===== src/design/xcrc_pkg.sv =====
// ----------------------------------------------------------------------------
// xcrc_pkg
// Types, protocol characters and the CRC-16 byte update used by the
// XMODEM-CRC receiver.
// ----------------------------------------------------------------------------
package xcrc_pkg;

  // Input item modes
  localparam logic [1:0] MODE_BYTE    = 2'd0;
  localparam logic [1:0] MODE_TIMEOUT = 2'd1;
  localparam logic [1:0] MODE_START   = 2'd2;

  // Protocol characters
  localparam logic [7:0] CH_SOH = 8'h01;
  localparam logic [7:0] CH_STX = 8'h02;
  localparam logic [7:0] CH_EOT = 8'h04;
  localparam logic [7:0] CH_ACK = 8'h06;
  localparam logic [7:0] CH_NAK = 8'h15;
  localparam logic [7:0] CH_CAN = 8'h18;
  localparam logic [7:0] CH_C   = 8'h43;

  // Block result marks
  localparam logic [1:0] PR_NONE   = 2'd0;
  localparam logic [1:0] PR_ACCEPT = 2'd1;
  localparam logic [1:0] PR_REJECT = 2'd2;

  // Session end codes
  localparam logic [1:0] SE_RUNNING  = 2'd0;
  localparam logic [1:0] SE_EOT      = 2'd1;
  localparam logic [1:0] SE_ABORTED  = 2'd2;
  localparam logic [1:0] SE_HOST_CAN = 2'd3;

  // CRC and block constants
  localparam logic [15:0] CRC_POLY       = 16'h1021;
  localparam logic [7:0]  NUM_SUM        = 8'hFF;
  localparam logic [7:0]  ERR_MAX        = 8'hFF;
  localparam logic [7:0]  MAX_ERRORS_RST = 8'd3;
  localparam logic [10:0] SHORT_SIZE     = 11'd128;
  localparam logic [10:0] LONG_SIZE      = 11'd1024;

  // Push counts into the result queue
  localparam logic [1:0] PUSH_NONE = 2'd0;
  localparam logic [1:0] PUSH_ONE  = 2'd1;
  localparam logic [1:0] PUSH_TWO  = 2'd2;

  // Receiver phase, one-hot
  typedef enum logic [6:0] {
    PH_IDLE   = 7'b0000001,
    PH_HEADER = 7'b0000010,
    PH_NUMBER = 7'b0000100,
    PH_COMPL  = 7'b0001000,
    PH_DATA   = 7'b0010000,
    PH_CRCHI  = 7'b0100000,
    PH_CRCLO  = 7'b1000000
  } phase_t;

  typedef struct packed {
    logic [1:0] mode;
    logic [7:0] rx_byte;
  } in_item_t;

  typedef struct packed {
    logic       tx_valid;
    logic [7:0] tx_byte;
    logic       data_valid;
    logic [7:0] data_byte;
    logic [1:0] packet_result;
    logic [1:0] session_end;
    logic       last;
  } out_item_t;

  // CRC-16 update by one byte, MSB first
  function automatic logic [15:0] crc_byte(input logic [15:0] crc, input logic [7:0] b);
    logic [15:0] c;
    c = crc ^ {b, 8'h00};
    for (int i = 0; i < 8; i++) begin
      if (c[15]) begin
        c = {c[14:0], 1'b0} ^ CRC_POLY;
      end else begin
        c = {c[14:0], 1'b0};
      end
    end
    return c;
  endfunction

endpackage


===== src/design/xcrc_out_fifo.sv =====
// ----------------------------------------------------------------------------
// xcrc_out_fifo
// Result queue: takes up to two result items per cycle, hands out one per
// transfer on the valid/ready output channel.
// ----------------------------------------------------------------------------
module xcrc_out_fifo #(
  parameter int DEPTH = 4
) (
  input  logic                clk,
  input  logic                rst_n,
  input  logic [1:0]          push_cnt,
  input  xcrc_pkg::out_item_t push_item0,
  input  xcrc_pkg::out_item_t push_item1,
  output logic                room_two,
  output logic                out_valid,
  input  logic                out_ready,
  output xcrc_pkg::out_item_t out_data
);

  localparam int PTR_W = $clog2(DEPTH);
  localparam int CNT_W = $clog2(DEPTH + 1);

  xcrc_pkg::out_item_t mem [DEPTH];

  logic [PTR_W-1:0] wr_ptr_r, wr_ptr_nxt;
  logic [PTR_W-1:0] rd_ptr_r, rd_ptr_nxt;
  logic [CNT_W-1:0] cnt_r, cnt_nxt;
  logic             pop;

  function automatic logic [PTR_W-1:0] ptr_inc(input logic [PTR_W-1:0] p);
    return (p == PTR_W'(DEPTH - 1)) ? '0 : p + 1'b1;
  endfunction

  assign out_valid = (cnt_r != '0);
  assign out_data  = mem[rd_ptr_r];
  assign pop       = out_valid && out_ready;
  assign room_two  = (cnt_r <= CNT_W'(DEPTH - 2));

  // Pointer and fill count update
  always_comb begin
    case (push_cnt)
      xcrc_pkg::PUSH_ONE: wr_ptr_nxt = ptr_inc(wr_ptr_r);
      xcrc_pkg::PUSH_TWO: wr_ptr_nxt = ptr_inc(ptr_inc(wr_ptr_r));
      default:            wr_ptr_nxt = wr_ptr_r;
    endcase
    rd_ptr_nxt = pop ? ptr_inc(rd_ptr_r) : rd_ptr_r;
    cnt_nxt    = cnt_r + CNT_W'(push_cnt) - CNT_W'(pop);
  end

  always_ff @(posedge clk) begin
    if (!rst_n) begin
      wr_ptr_r <= '0;
      rd_ptr_r <= '0;
      cnt_r    <= '0;
    end else begin
      wr_ptr_r <= wr_ptr_nxt;
      rd_ptr_r <= rd_ptr_nxt;
      cnt_r    <= cnt_nxt;
    end
  end

  // Storage writes
  always_ff @(posedge clk) begin
    if (push_cnt == xcrc_pkg::PUSH_ONE || push_cnt == xcrc_pkg::PUSH_TWO) begin
      mem[wr_ptr_r] <= push_item0;
    end
    if (push_cnt == xcrc_pkg::PUSH_TWO) begin
      mem[ptr_inc(wr_ptr_r)] <= push_item1;
    end
  end

endmodule


===== src/design/xmodem_crc_receiver_top.sv =====
// ----------------------------------------------------------------------------
// xmodem_crc_receiver_top
// Receiver side of XMODEM-CRC with 128-byte and 1024-byte blocks.
// ----------------------------------------------------------------------------
// Each input transfer (a received byte, a timeout tick or a session start)
// is captured in an input register and handled from there once the result
// queue has room for two results: one pass of the protocol state machine,
// including a byte-wide CRC-16 update, writes zero, one or two result items
// into a small result queue. A new input is taken every cycle as long as the
// queue has room for two results, so the block sustains one input per cycle;
// results leave at one per cycle while out_ready is high, which is what
// bounds throughput when inputs cause two results (the CAN CAN abort). A
// result passes the input register and the result queue before it is offered.
// max_errors may be written only while the receiver has no work in flight.
module xmodem_crc_receiver_top #(
  parameter int FIFO_DEPTH = 4
) (
  input  logic                clk,
  input  logic                rst_n,
  input  logic                in_valid,
  output logic                in_ready,
  input  xcrc_pkg::in_item_t  in_data,
  output logic                out_valid,
  input  logic                out_ready,
  output xcrc_pkg::out_item_t out_data,
  input  logic                cfg_wr_en,
  input  logic [7:0]          cfg_wr_data
);

  // Input register
  logic               in_vld_r;
  xcrc_pkg::in_item_t in_data_r;
  logic               room_two;
  logic               proc;

  // Protocol state
  xcrc_pkg::phase_t phase_r, phase_nxt;
  logic [7:0]  max_errors_r;
  logic [7:0]  exp_num_r, exp_num_nxt;
  logic [7:0]  got_num_r, got_num_nxt;
  logic [7:0]  got_cmp_r, got_cmp_nxt;
  logic [10:0] byte_cnt_r, byte_cnt_nxt;
  logic        long_blk_r, long_blk_nxt;
  logic [15:0] crc_r, crc_nxt;
  logic [7:0]  crc_hi_r, crc_hi_nxt;
  logic [7:0]  err_cnt_r, err_cnt_nxt;
  logic        first_seen_r, first_seen_nxt;

  // Per-item combinational results
  logic [1:0]          push_cnt;
  xcrc_pkg::out_item_t item0, item1;
  logic                do_err;
  logic [1:0]          err_pr;
  logic [7:0]          err_inc;
  logic [7:0]          b;
  logic [10:0]         byte_cnt_inc;
  logic [10:0]         blk_size;
  logic                blk_ok;

  assign proc     = in_vld_r && room_two;
  assign in_ready = !in_vld_r || proc;
  assign b        = in_data_r.rx_byte;

  assign err_inc      = (err_cnt_r == xcrc_pkg::ERR_MAX) ? err_cnt_r : err_cnt_r + 8'd1;
  assign byte_cnt_inc = byte_cnt_r + 11'd1;
  assign blk_size     = long_blk_r ? xcrc_pkg::LONG_SIZE : xcrc_pkg::SHORT_SIZE;
  assign blk_ok       = (got_num_r == exp_num_r) &&
                        (8'(got_num_r + got_cmp_r) == xcrc_pkg::NUM_SUM) &&
                        (got_num_r <= 8'(xcrc_pkg::NUM_SUM - got_cmp_r)) &&
                        ({crc_hi_r, b} == crc_r);

  // Input register load
  always_ff @(posedge clk) begin
    if (!rst_n) begin
      in_vld_r <= 1'b0;
    end else if (in_ready) begin
      in_vld_r <= in_valid;
    end
  end

  always_ff @(posedge clk) begin
    if (in_valid && in_ready) begin
      in_data_r <= in_data;
    end
  end

  // Protocol state machine, one input per pass
  always_comb begin
    phase_nxt      = phase_r;
    exp_num_nxt    = exp_num_r;
    got_num_nxt    = got_num_r;
    got_cmp_nxt    = got_cmp_r;
    byte_cnt_nxt   = byte_cnt_r;
    long_blk_nxt   = long_blk_r;
    crc_nxt        = crc_r;
    crc_hi_nxt     = crc_hi_r;
    err_cnt_nxt    = err_cnt_r;
    first_seen_nxt = first_seen_r;
    push_cnt       = xcrc_pkg::PUSH_NONE;
    item0          = '0;
    item1          = '0;
    do_err         = 1'b0;
    err_pr         = xcrc_pkg::PR_NONE;

    if (proc) begin
      case (in_data_r.mode)
        xcrc_pkg::MODE_START: begin
          exp_num_nxt    = 8'd1;
          err_cnt_nxt    = '0;
          first_seen_nxt = 1'b0;
          byte_cnt_nxt   = '0;
          crc_nxt        = '0;
          phase_nxt      = xcrc_pkg::PH_HEADER;
        end
        xcrc_pkg::MODE_TIMEOUT: begin
          if (phase_r == xcrc_pkg::PH_HEADER) begin
            if (!first_seen_r) begin
              item0.tx_valid = 1'b1;
              item0.tx_byte  = xcrc_pkg::CH_C;
              item0.last     = 1'b1;
              push_cnt       = xcrc_pkg::PUSH_ONE;
            end else begin
              do_err = 1'b1;
            end
          end else if (phase_r != xcrc_pkg::PH_IDLE) begin
            // timeout inside a block drops it
            do_err = 1'b1;
            err_pr = xcrc_pkg::PR_REJECT;
          end
        end
        xcrc_pkg::MODE_BYTE: begin
          case (phase_r)
            xcrc_pkg::PH_HEADER: begin
              if (b inside {xcrc_pkg::CH_SOH, xcrc_pkg::CH_STX}) begin
                long_blk_nxt = (b == xcrc_pkg::CH_STX);
                byte_cnt_nxt = '0;
                crc_nxt      = '0;
                phase_nxt    = xcrc_pkg::PH_NUMBER;
              end else if (b == xcrc_pkg::CH_EOT) begin
                item0.tx_valid    = 1'b1;
                item0.tx_byte     = xcrc_pkg::CH_ACK;
                item0.session_end = xcrc_pkg::SE_EOT;
                item0.last        = 1'b1;
                push_cnt          = xcrc_pkg::PUSH_ONE;
                phase_nxt         = xcrc_pkg::PH_IDLE;
              end else if (b == xcrc_pkg::CH_CAN) begin
                item0.session_end = xcrc_pkg::SE_HOST_CAN;
                item0.last        = 1'b1;
                push_cnt          = xcrc_pkg::PUSH_ONE;
                phase_nxt         = xcrc_pkg::PH_IDLE;
              end else begin
                do_err = 1'b1;
              end
            end
            xcrc_pkg::PH_NUMBER: begin
              got_num_nxt = b;
              phase_nxt   = xcrc_pkg::PH_COMPL;
            end
            xcrc_pkg::PH_COMPL: begin
              got_cmp_nxt = b;
              phase_nxt   = xcrc_pkg::PH_DATA;
            end
            xcrc_pkg::PH_DATA: begin
              crc_nxt      = xcrc_pkg::crc_byte(crc_r, b);
              byte_cnt_nxt = byte_cnt_inc;
              if (byte_cnt_inc >= blk_size) begin
                phase_nxt = xcrc_pkg::PH_CRCHI;
              end
              item0.data_valid = 1'b1;
              item0.data_byte  = b;
              item0.last       = 1'b1;
              push_cnt         = xcrc_pkg::PUSH_ONE;
            end
            xcrc_pkg::PH_CRCHI: begin
              crc_hi_nxt = b;
              phase_nxt  = xcrc_pkg::PH_CRCLO;
            end
            xcrc_pkg::PH_CRCLO: begin
              first_seen_nxt = 1'b1;
              if (blk_ok) begin
                exp_num_nxt         = exp_num_r + 8'd1;
                phase_nxt           = xcrc_pkg::PH_HEADER;
                item0.tx_valid      = 1'b1;
                item0.tx_byte       = xcrc_pkg::CH_ACK;
                item0.packet_result = xcrc_pkg::PR_ACCEPT;
                item0.last          = 1'b1;
                push_cnt            = xcrc_pkg::PUSH_ONE;
              end else begin
                do_err = 1'b1;
                err_pr = xcrc_pkg::PR_REJECT;
              end
            end
            default: ;
          endcase
        end
        default: ;
      endcase

      // Error handling: NAK, or CAN CAN and abort at the limit
      if (do_err) begin
        err_cnt_nxt         = err_inc;
        item0.tx_valid      = 1'b1;
        item0.packet_result = err_pr;
        if (err_inc >= max_errors_r) begin
          item0.tx_byte     = xcrc_pkg::CH_CAN;
          item1.tx_valid    = 1'b1;
          item1.tx_byte     = xcrc_pkg::CH_CAN;
          item1.session_end = xcrc_pkg::SE_ABORTED;
          item1.last        = 1'b1;
          push_cnt          = xcrc_pkg::PUSH_TWO;
          phase_nxt         = xcrc_pkg::PH_IDLE;
        end else begin
          item0.tx_byte = xcrc_pkg::CH_NAK;
          item0.last    = 1'b1;
          push_cnt      = xcrc_pkg::PUSH_ONE;
          phase_nxt     = xcrc_pkg::PH_HEADER;
        end
      end
    end
  end

  // State registers
  always_ff @(posedge clk) begin
    if (!rst_n) begin
      phase_r      <= xcrc_pkg::PH_IDLE;
      max_errors_r <= xcrc_pkg::MAX_ERRORS_RST;
      exp_num_r    <= 8'd1;
      got_num_r    <= '0;
      got_cmp_r    <= '0;
      byte_cnt_r   <= '0;
      long_blk_r   <= 1'b0;
      crc_r        <= '0;
      crc_hi_r     <= '0;
      err_cnt_r    <= '0;
      first_seen_r <= 1'b0;
    end else begin
      phase_r      <= phase_nxt;
      exp_num_r    <= exp_num_nxt;
      got_num_r    <= got_num_nxt;
      got_cmp_r    <= got_cmp_nxt;
      byte_cnt_r   <= byte_cnt_nxt;
      long_blk_r   <= long_blk_nxt;
      crc_r        <= crc_nxt;
      crc_hi_r     <= crc_hi_nxt;
      err_cnt_r    <= err_cnt_nxt;
      first_seen_r <= first_seen_nxt;
      if (cfg_wr_en) begin
        max_errors_r <= cfg_wr_data;
      end
    end
  end

  // Result queue
  xcrc_out_fifo #(
    .DEPTH (FIFO_DEPTH)
  ) u_out_fifo (
    .clk        (clk),
    .rst_n      (rst_n),
    .push_cnt   (push_cnt),
    .push_item0 (item0),
    .push_item1 (item1),
    .room_two   (room_two),
    .out_valid  (out_valid),
    .out_ready  (out_ready),
    .out_data   (out_data)
  );

endmodule


===== config.mk =====
export PLATFORM = sky130hd
export DESIGN_NAME = xmodem_crc_receiver_top
export DESIGN_NICKNAME = d
export VERILOG_FILES = /design/src/design/xcrc_pkg.sv /design/src/design/xcrc_out_fifo.sv /design/src/design/xmodem_crc_receiver_top.sv
export SDC_FILE = /design/constraint.sdc
export NUM_CORES = 1
export LEC_CHECK = 0
export BUFFER_PORTS_ARGS = -buffer_cell sky130_fd_sc_hd__buf_4
export CAP_MARGIN = 10
export CELL_PAD_IN_SITES_DETAIL_PLACEMENT = 1
export CELL_PAD_IN_SITES_GLOBAL_PLACEMENT = 2
export CORE_UTILIZATION = 42
export DETAILED_ROUTE_END_ITERATION = 10
export PLACE_DENSITY_LB_ADDON = 0.1
export SKIP_CTS_REPAIR_TIMING = 1
export SYNTH_ARGS = -nofsm -noshare
export SYNTH_HDL_FRONTEND = slang
export SYNTH_SLANG_ARGS = --single-unit

===== constraint.sdc =====
create_clock -name clk -period 14.28 [get_ports clk]
set_clock_uncertainty 0.15 [all_clocks]
set_input_delay 0.714 -clock clk [delete_from_list [all_inputs] [get_ports clk]]
set_output_delay 0.714 -clock clk [all_outputs]
set_load 0.03 [all_outputs]

==> results.toml, run 1 <==
[flow_run]
drv_cap = 0

[timing]
tightest_slew_ns = 1.09
setup_viol = 0
slew_violations = 0
fin_worst_hold_slack_ns = 0.291
slew_headroom = 0.271
setup_tns_ns = 0
rsz0062_at_grt = "no"
setup_ws_ns = 8.95
max_clock_freq_ghz = 0.188
min_period_ns = 5.33
period_share = 0.373
hold_viol = 0

[final_layout]
final_area_um2 = 10800
fillerInstances = 2537
drive_above_1_share = 0.125
insertedDiodeCount = 0
multi_input_area_um2 = 5170
area.sequential_um2 = 4060
fin_cells = 1341
nNetsFinal = 1106
area_delta_synth_final_pct = 12.1

[route]
dr_wl_met2_um = 12100
first_pass_iters = 4
met1_length_um = 12600
drc = 0
wl_per_cell_um = 19.4
vias = 7676
routed_via_density = 5.72
drt_iter0_drc = 343
dr.max_layer_used = "met4"
dr_wl_met3_um = 608
ant_nets = 0
routed_wl_um = 26000

[floorplan]
die-area_um2 = 23500
rows = 54
die_x_um = 153
initial_core_util = 0.434
core_um2 = 22100
ios = 48
chipHeight_um = 153

[clock_tree]
clk_latency_ns = 0.44
cts_buffers = 17
cts_tree = "done"
cts-root-buf = "clkbuf_16"
cts_htree_levels = 4
cts.sinks = 188
clock_path_buffers = 2
clk_pin_slew_ns = 0.08

[synthesis]
syn_inst = 1024
synth-seq-cells = 188
synthArstFlopShare = 0
synth-seq-area-share = 0.423
synth_cell_types = 75
syn-cell-area_um2 = 9600
yosys_warnings = 0
synth.avg_cell_area_um2 = 9.37
yosys_most_used_dff = "dfxtp_1"
synth_edf_count = 30

[placed_design]
place_ws_ns = 8.97
placed_area_um2 = 10200
hpwl_um = 18500
io_buffer_count = 45
place.gp.congestion = 0.789
placed_cells = 1309

[power]
power.leakage_nw = 4.00
ir_drop_uv = 62.8
power_density_nw_per_um2 = 112

[global_routing]
overflow = 0
antenna_found_initial = 0
grt_pass1_vias = 7788
grt_pass1_wl_um = 42700
grtUsageTotal = 0.232
grt_start_max_net_pins = 62

[critical_path]
cp_max_fo = 10
start_kind = "flop"
critPathCaptureType = "flop"
crit_arrival_ns = 5.56
worstPathRequired_ns = 14.52
crit_type = "reg2reg"

[outcome]
outcome = "finished clean"

[hold_path]
min_path_type = "in2reg"
cell usage in the layout (no fill, tap or decap), types with 30 or more instances in the layout:
master and count:
xnor2_1 44, buf_4 59, a22o_1 36, edfxtp_1 30
a21oi_1 66, nor2_1 79, o21ai_0 56, dfxtp_1 158
ha_1 33, inv_1 33, nand3_1 42, mux2i_1 33
nand2_1 98
worst max-delay path, stage by stage, from the launching register on:
cell	delay (ns)
dfxtp_1	0.40
ha_1	0.22
inv_1	0.07
fa_1	0.42
nor2b_1	0.18
nand2_1	0.07
or4_1	0.51
nor3_1	0.19
nand3_1	0.22
a22oi_1	0.51
a21boi_2	0.44
or2_2	0.18
ha_1	0.31
nor2b_1	0.23
nand2_1	0.29
nor2_1	0.64
a22o_1	0.24
cells in the mapped netlist (all sizes together), types with 12 or more instances:
cell type / count / share of area
edfxtp: 30 / 0.094
and2: 13 / 0.0085
mux2i: 33 / 0.034
xnor2: 44 / 0.040
a21oi: 66 / 0.034
nor3: 21 / 0.011
a22o: 36 / 0.033
xor2: 19 / 0.017
dfxtp: 158 / 0.33
inv: 34 / 0.013
clkbuf: 37 / 0.014
buf: 18 / 0.011
mux4: 21 / 0.049
nor2: 80 / 0.032
nand4: 22 / 0.014
o21ai: 58 / 0.030
or3: 12 / 0.0083
ha: 33 / 0.043
nand2: 98 / 0.038
nand2b: 19 / 0.012
nand3: 42 / 0.022
registers in the layout (all words and copies together), names as in the netlist, named ones only:
signal and flops:
b 8, byte_cnt_r 11, crc_hi_r 8, crc_r 16, err_cnt_r 8, exp_num_r 8, first_seen_r 1, got_cmp_r 8
got_num_r 8, in_data_r 2, in_vld_r 1, long_blk_r 1, max_errors_r 8, phase_r 7, u_out_fifo.cnt_r 3, u_out_fifo.mem 84
u_out_fifo.rd_ptr_r 2, u_out_fifo.wr_ptr_r 2
layer usage:
layer | vias up | track usage
met1 | 3796 | 0.309
met5 | - | 0
li1 | 3734 | -
met4 | 0 | 0.0832
met3 | 34 | 0.0340
met2 | 112 | 0.382
per-stage QoR:
| step | utilization | power [mW] |
|---|---|---|
| 2_1_floorplan | - | 0.684 |
| 3_3_place_gp | 0.460 | 0.730 |
| 3_5_place_dp | 0.460 | 0.733 |
| 4_1_cts | 0.487 | 1.22 |
| 5_1_grt | 0.487 | 1.26 |
| 6_report | 0.487 | 1.20 |
power breakdown:
part	internal [mW]	total [mW]	switching [mW]	leakage, nW
clock network	0.242	0.485	0.243	0.298
logic	0.0628	0.155	0.0920	2.18
registers	0.549	0.563	0.0142	1.53
layout make-up:
type,instances,share of cell area
Sequential cell,188,0.378
Multi-Input combinational cell,748,0.480
Timing Repair Buffer,59,0.0411
Clock buffer,18,0.0408
Tap cell,280,0.0325
Clock inverter,14,0.0160
Inverter,34,0.0119
path summary, 6_finish.rpt:
| check | cells after the start | end | startpoint | slack (ns) |
|---|---|---|---|---|
| min reg2reg | 1 | u_out_fifo.mem[0][13] | u_out_fifo.mem[0][13] | 0.30 |
| min | 1 | in_data_r[9] | in_data[9] | 0.29 |
| max reg2reg | 16 | u_out_fifo.mem[3][11] | got_num_r[0] | 8.95 |
| max | 16 | u_out_fifo.mem[3][11] | got_num_r[0] | 8.95 |
kinds of logic after synthesis:
logic type | share of synthesized area
adders and majority gates | 0.0472
and+or+nand+nor | 0.189
AOI/OAI and AO/OA | 0.156
DFF | 0.423
buffers and inverters | 0.0392
muxes | 0.0876
xor gates and xnor gates | 0.0575
other | 0.000391
Power figures use the tool's default switching activity.
==> run 2: changes to the inputs <==
Settings changed: CORE_UTILIZATION 42 to 36.
Clock period 14.28 ns to 4.75 ns, I/O delays scaled along.
==> results.toml, run 2 (synthesis gave the netlist of run 1 again) <==
[clock_tree]
cts-root-buf = "clkbuf_16"
cts.sinks = 188
cts_buffers = 17
clk_latency_ns = 0.45
cts_tree = "done"
clock_path_buffers = 2
clk_pin_slew_ns = 0.09
cts_htree_levels = 4

[route]
drt_iter0_drc = 422
drc = 14
wl_per_cell_um = 19.4
first_pass_iters = 7
vias = 7779
routed_wl_um = 27900
routed_via_density = 5.40
ant_nets = 0

[critical_path]
worstReg2RegEnd = "u_out_fifo.mem[0][8]"
cp_cell_sequence = "ha_1 > inv_1 > fa_1 > nand2b_1 > a2111oi_0 > a311oi_1 > or4_1 > o21ai_1 > a21boi_2 > or2_2 > ha_1 > nor2b_2 > nand2_1 > nor2_1 > buf_4 > a22o_1"
crit_arrival_ns = 4.77
rr_worst_depth = 16
cp_max_fo = 9
crit_start = "got_num_r[0]"
critPathCaptureType = "flop"
r2r-start = "got_num_r[0]"
crit_path_frequent_cell = "ha_1"
endpoint = "u_out_fifo.mem[0][8]"
rrSetupSlack_ns = 0.23
start_kind = "flop"
crit_type = "reg2reg"
cp_slowest_cell = "or4_1"
crit_path_max_incr_delay_ns = 0.61
worstPathRequired_ns = 5.00

[placed_design]
place_ws_ns = 0.0766
io_buffer_count = 45
placed_area_um2 = 10400
hpwl_um = 20100
place.gp.congestion = 0.787
placed_cells = 1386

[final_layout]
insertedDiodeCount = 0
final_cell_mix = "dfxtp_1, nand2_1, buf_4"
top_register = "u_out_fifo.mem"
drive_above_1_share = 0.148
final_area_um2 = 11300
nNetsFinal = 1150
reg.largest.list = "u_out_fifo.mem: 84 flops, crc_r: 16 flops, byte_cnt_r: 11 flops"
final_common_cell = "dfxtp_1"
largest_register_ffs = 84
fin_cells = 1440
area_delta_synth_final_pct = 17.5
final_util = 0.431

[power]
power.leakage_nw = 4.21
power_density_nw_per_um2 = 330
ir_drop_uv = 227
finalPower_mw = 3.72

[timing]
setup_ws_ns = 0.228
tightest_slew_ns = 1.05
slew_violations = 0
setup_viol = 0
max_clock_freq_ghz = 0.221
period_share = 0.952
setup_tns_ns = 0
fin_worst_hold_slack_ns = 0.00325
min_period_ns = 4.52
hold_viol = 0
slew_headroom = 0.299
rsz0062_at_grt = "no"

[global_routing]
grtUsageTotal = 0.208
overflow = 0
grt_start_max_net_pins = 45
grt_pass1_vias = 7705
antenna_found_initial = 0
grt_pass1_wl_um = 43800

[flow_run]
drv_cap = 0

[floorplan]
rows = 59
initial_core_util = 0.367
die_x_um = 165
ios = 48
core_um2 = 26100
chipHeight_um = 165
die-area_um2 = 27300

[hold_path]
min_path_cells = 4
min_path_type = "in2reg"

[outcome]
outcome = "finished with violations"
violations = "DRC"
run 2: cell types whose count changed in the layout (fill, tap and decap cells not counted), sizes merged:
cell	previous run	this run
buf	59	81
dlygate4sd3	0	22
inv	40	43
clkinv	8	6
clkbuf	18	17
run 2: critical path, delay by kind of cell (launching register included):
kind	cells	cell delay, ns
AND/OR/NAND/NOR	6	1.64
adder cells (fa/ha/maj)	3	1.06
AO/OA/AOI/OAI	5	0.94
flip-flops	1	0.40
buffers and inverters	2	0.27
run 2: area by class of cell:
cell class	count	area [µm²]
multi-input combinational	748	5200
inverter	34	128
clock buffer	17	425
sequential	188	4060
timing repair buffer	103	832
clock inverter	15	204
fill	3022	14900
tap	335	419
run 2: routing by layer:
metal	routed length, µm	up-vias	track usage
li1	-	3827	-
met2	13100	67	0.339
met4	258	0	0.0450
met1	14000	3867	0.293
met5	0	-	0
met3	533	18	0.0272
run 2: worst min-delay path by stage:
| stage | from | slack, ns | end |
|---|---|---|---|
| after floorplan | in_data[0] | 0.19 | b[0] |
| after global placement | in_data[3] | 0.27 | b[3] |
| after detailed placement | in_data[5] | 0.27 | b[5] |
| after CTS | in_data[9] | -0.21 | in_data_r[9] |
| after global routing | cfg_wr_en | 0.03 | max_errors_r[4] |
| final | out_ready | 0.003 | u_out_fifo.rd_ptr_r[1] |
run 2: power breakdown:
part | internal [mW] | switching, mW
clock network | 0.735 | 0.797
logic | 0.209 | 0.288
registers | 1.65 | 0.0383
total | 2.59 | 1.12
==> run 3: changes to the inputs <==
Settings changed: CORE_UTILIZATION 36 to 35, PLACE_DENSITY_LB_ADDON 0.1 to 0.08.
==> results.toml, run 3 (synthesis gave the netlist of run 1 again) <==
[power]
power_density_nw_per_um2 = 330
swShare = 0.286
power.switching_mw = 1.06
power_frac_clock = 0.413
ir_drop_uv = 201
p_int_mw = 2.66
finalPower_mw = 3.72
power.share.sequential = 0.453
pwr-share-comb = 0.134
power.leakage_nw = 4.22

[critical_path]
cp_slowest_cell = "or4_1"
critPathCaptureType = "flop"
start_kind = "flop"
cp_max_fo = 6
crit_path_frequent_cell = "nor2b_1"
cp_cell_sequence = "ha_1 > inv_1 > fa_1 > nor2b_1 > nand2_1 > or4_1 > nor3_2 > nand3_1 > nor2b_1 > o21a_1 > or2_2 > ha_1 > nor2b_1 > a21oi_1 > buf_4 > nor2_1"
crit_arrival_ns = 4.58
crit_path_max_incr_delay_ns = 0.55
worstPathRequired_ns = 4.81
crit_type = "reg2reg"
cp_num_buf_inv = 2
cp_top_family = "simple AND/OR/NAND/NOR gates"

[global_routing]
grtUsageTotal = 0.205
grt_start_max_net_pins = 41
overflow = 0
grt_pass1_vias = 7856
antenna_found_initial = 0
grt_pass1_wl_um = 44700

[floorplan]
die-area_um2 = 28100
rows = 60
ios = 48
initial_core_util = 0.356
chipHeight_um = 168
die_x_um = 168
core_um2 = 27000

[final_layout]
final_common_cell = "dfxtp_1"
final_area_um2 = 11300
area_delta_synth_final_pct = 17.6
multi_input_area_um2 = 5180
fillerInstances = 3067
top_register = "u_out_fifo.mem"
largest_register_ffs = 84
insertedDiodeCount = 0
reg.largest.list = "u_out_fifo.mem: 84 flops, crc_r: 16 flops, byte_cnt_r: 11 flops"
drive_above_1_share = 0.144
final_util = 0.419
nNetsFinal = 1154
final_cell_mix = "dfxtp_1, nand2_1, buf_4"
area.sequential_um2 = 4060

[route]
routed_wl_um = 28300
wl_per_cell_um = 19.5
drc = 0
routed_via_density = 5.33
drt_iter0_drc = 384
ant_nets = 0
vias = 7734
first_pass_iters = 4

[placed_design]
place_ws_ns = 0.151
hpwl_um = 20400
placed_area_um2 = 10400
io_buffer_count = 45
place.gp.congestion = 0.813

[timing]
setup_tns_ns = 0
max_clock_freq_ghz = 0.221
tightest_slew_ns = 1.03
period_share = 0.951
slew_violations = 0
rsz0062_at_grt = "no"
min_period_ns = 4.52
slew_headroom = 0.311
setup_viol = 0
setup_ws_ns = 0.232
hold_viol = 0

[clock_tree]
cts-root-buf = "clkbuf_16"
clk_pin_slew_ns = 0.08
cts_htree_levels = 4
cts_tree = "done"
clock_path_buffers = 2
cts.sinks = 188
cts_buffers = 17
clk_latency_ns = 0.45

[hold_path]
min_path_type = "in2reg"

[flow_run]
drv_cap = 0

[outcome]
outcome = "finished clean"
==> run 3: changes by cell type in the layout (fill, tap and decap cells not counted), moves of 2 or more <==
cell	before	now
inv_12	4	0
nor2b_2	5	0
nor2b_1	6	11
clkinv_8	5	3
buf_4	80	84
==> run 3: worst min-delay path, delay by kind of cell <==
kind / cells / cell delay (ns)
AOI/OAI and AO/OA: 1 / 0.07
buffers and inverters: 1 / 0.08
and+or+nand+nor: 2 / 0.17
==> run 3: layout make-up <==
class,count,share of cell area
multi-input combinational,748,0.459
timing repair buffer,107,0.0763
tap,341,0.0378
sequential,188,0.360
clock inverter,13,0.0146
clock buffer,19,0.0411
inverter,34,0.0113
==> run 3: metrics by stage <==
stage,hold WS [ns],cells
finish,0.00981,1450
global route,0.0176,1450
CTS,-0.210,1427
detailed placement,0.267,1395
global placement,0.266,1395
floorplan,0.186,1025
==> run 3: power groups by stage <==
stage / clock network (mW) / registers, mW / logic, mW
2_1_floorplan: 0 / 1.71 / 0.349
3_3_place_gp: 0 / 1.72 / 0.491
3_5_place_dp: 0 / 1.72 / 0.493
4_1_cts: 1.58 / 1.69 / 0.496
5_1_grt: 1.65 / 1.69 / 0.554
6_report: 1.54 / 1.69 / 0.498
==> run 3: final timing paths <==
| check | start | to | slack [ns] | cells past startpoint |
|---|---|---|---|---|
| max | got_num_r[0] | u_out_fifo.mem[0][17] | 0.23 | 16 |
| min | out_ready | flop | 0.01 | 4 |
| max reg2reg | got_num_r[0] | u_out_fifo.mem[0][17] | 0.23 | 16 |
| min reg2reg | u_out_fifo.mem[3][20] | u_out_fifo.mem[3][20] | 0.30 | 2 |
==> run 3: layer usage <==
layer | share of wire | up-vias | GRT usage
met3 | 0.018 | 17 | 0.0300
met4 | 0.011 | 0 | 0.0538
met1 | 0.49 | 3812 | 0.280
li1 | - | 3832 | -
met5 | 0 | - | 0
met2 | 0.48 | 73 | 0.336
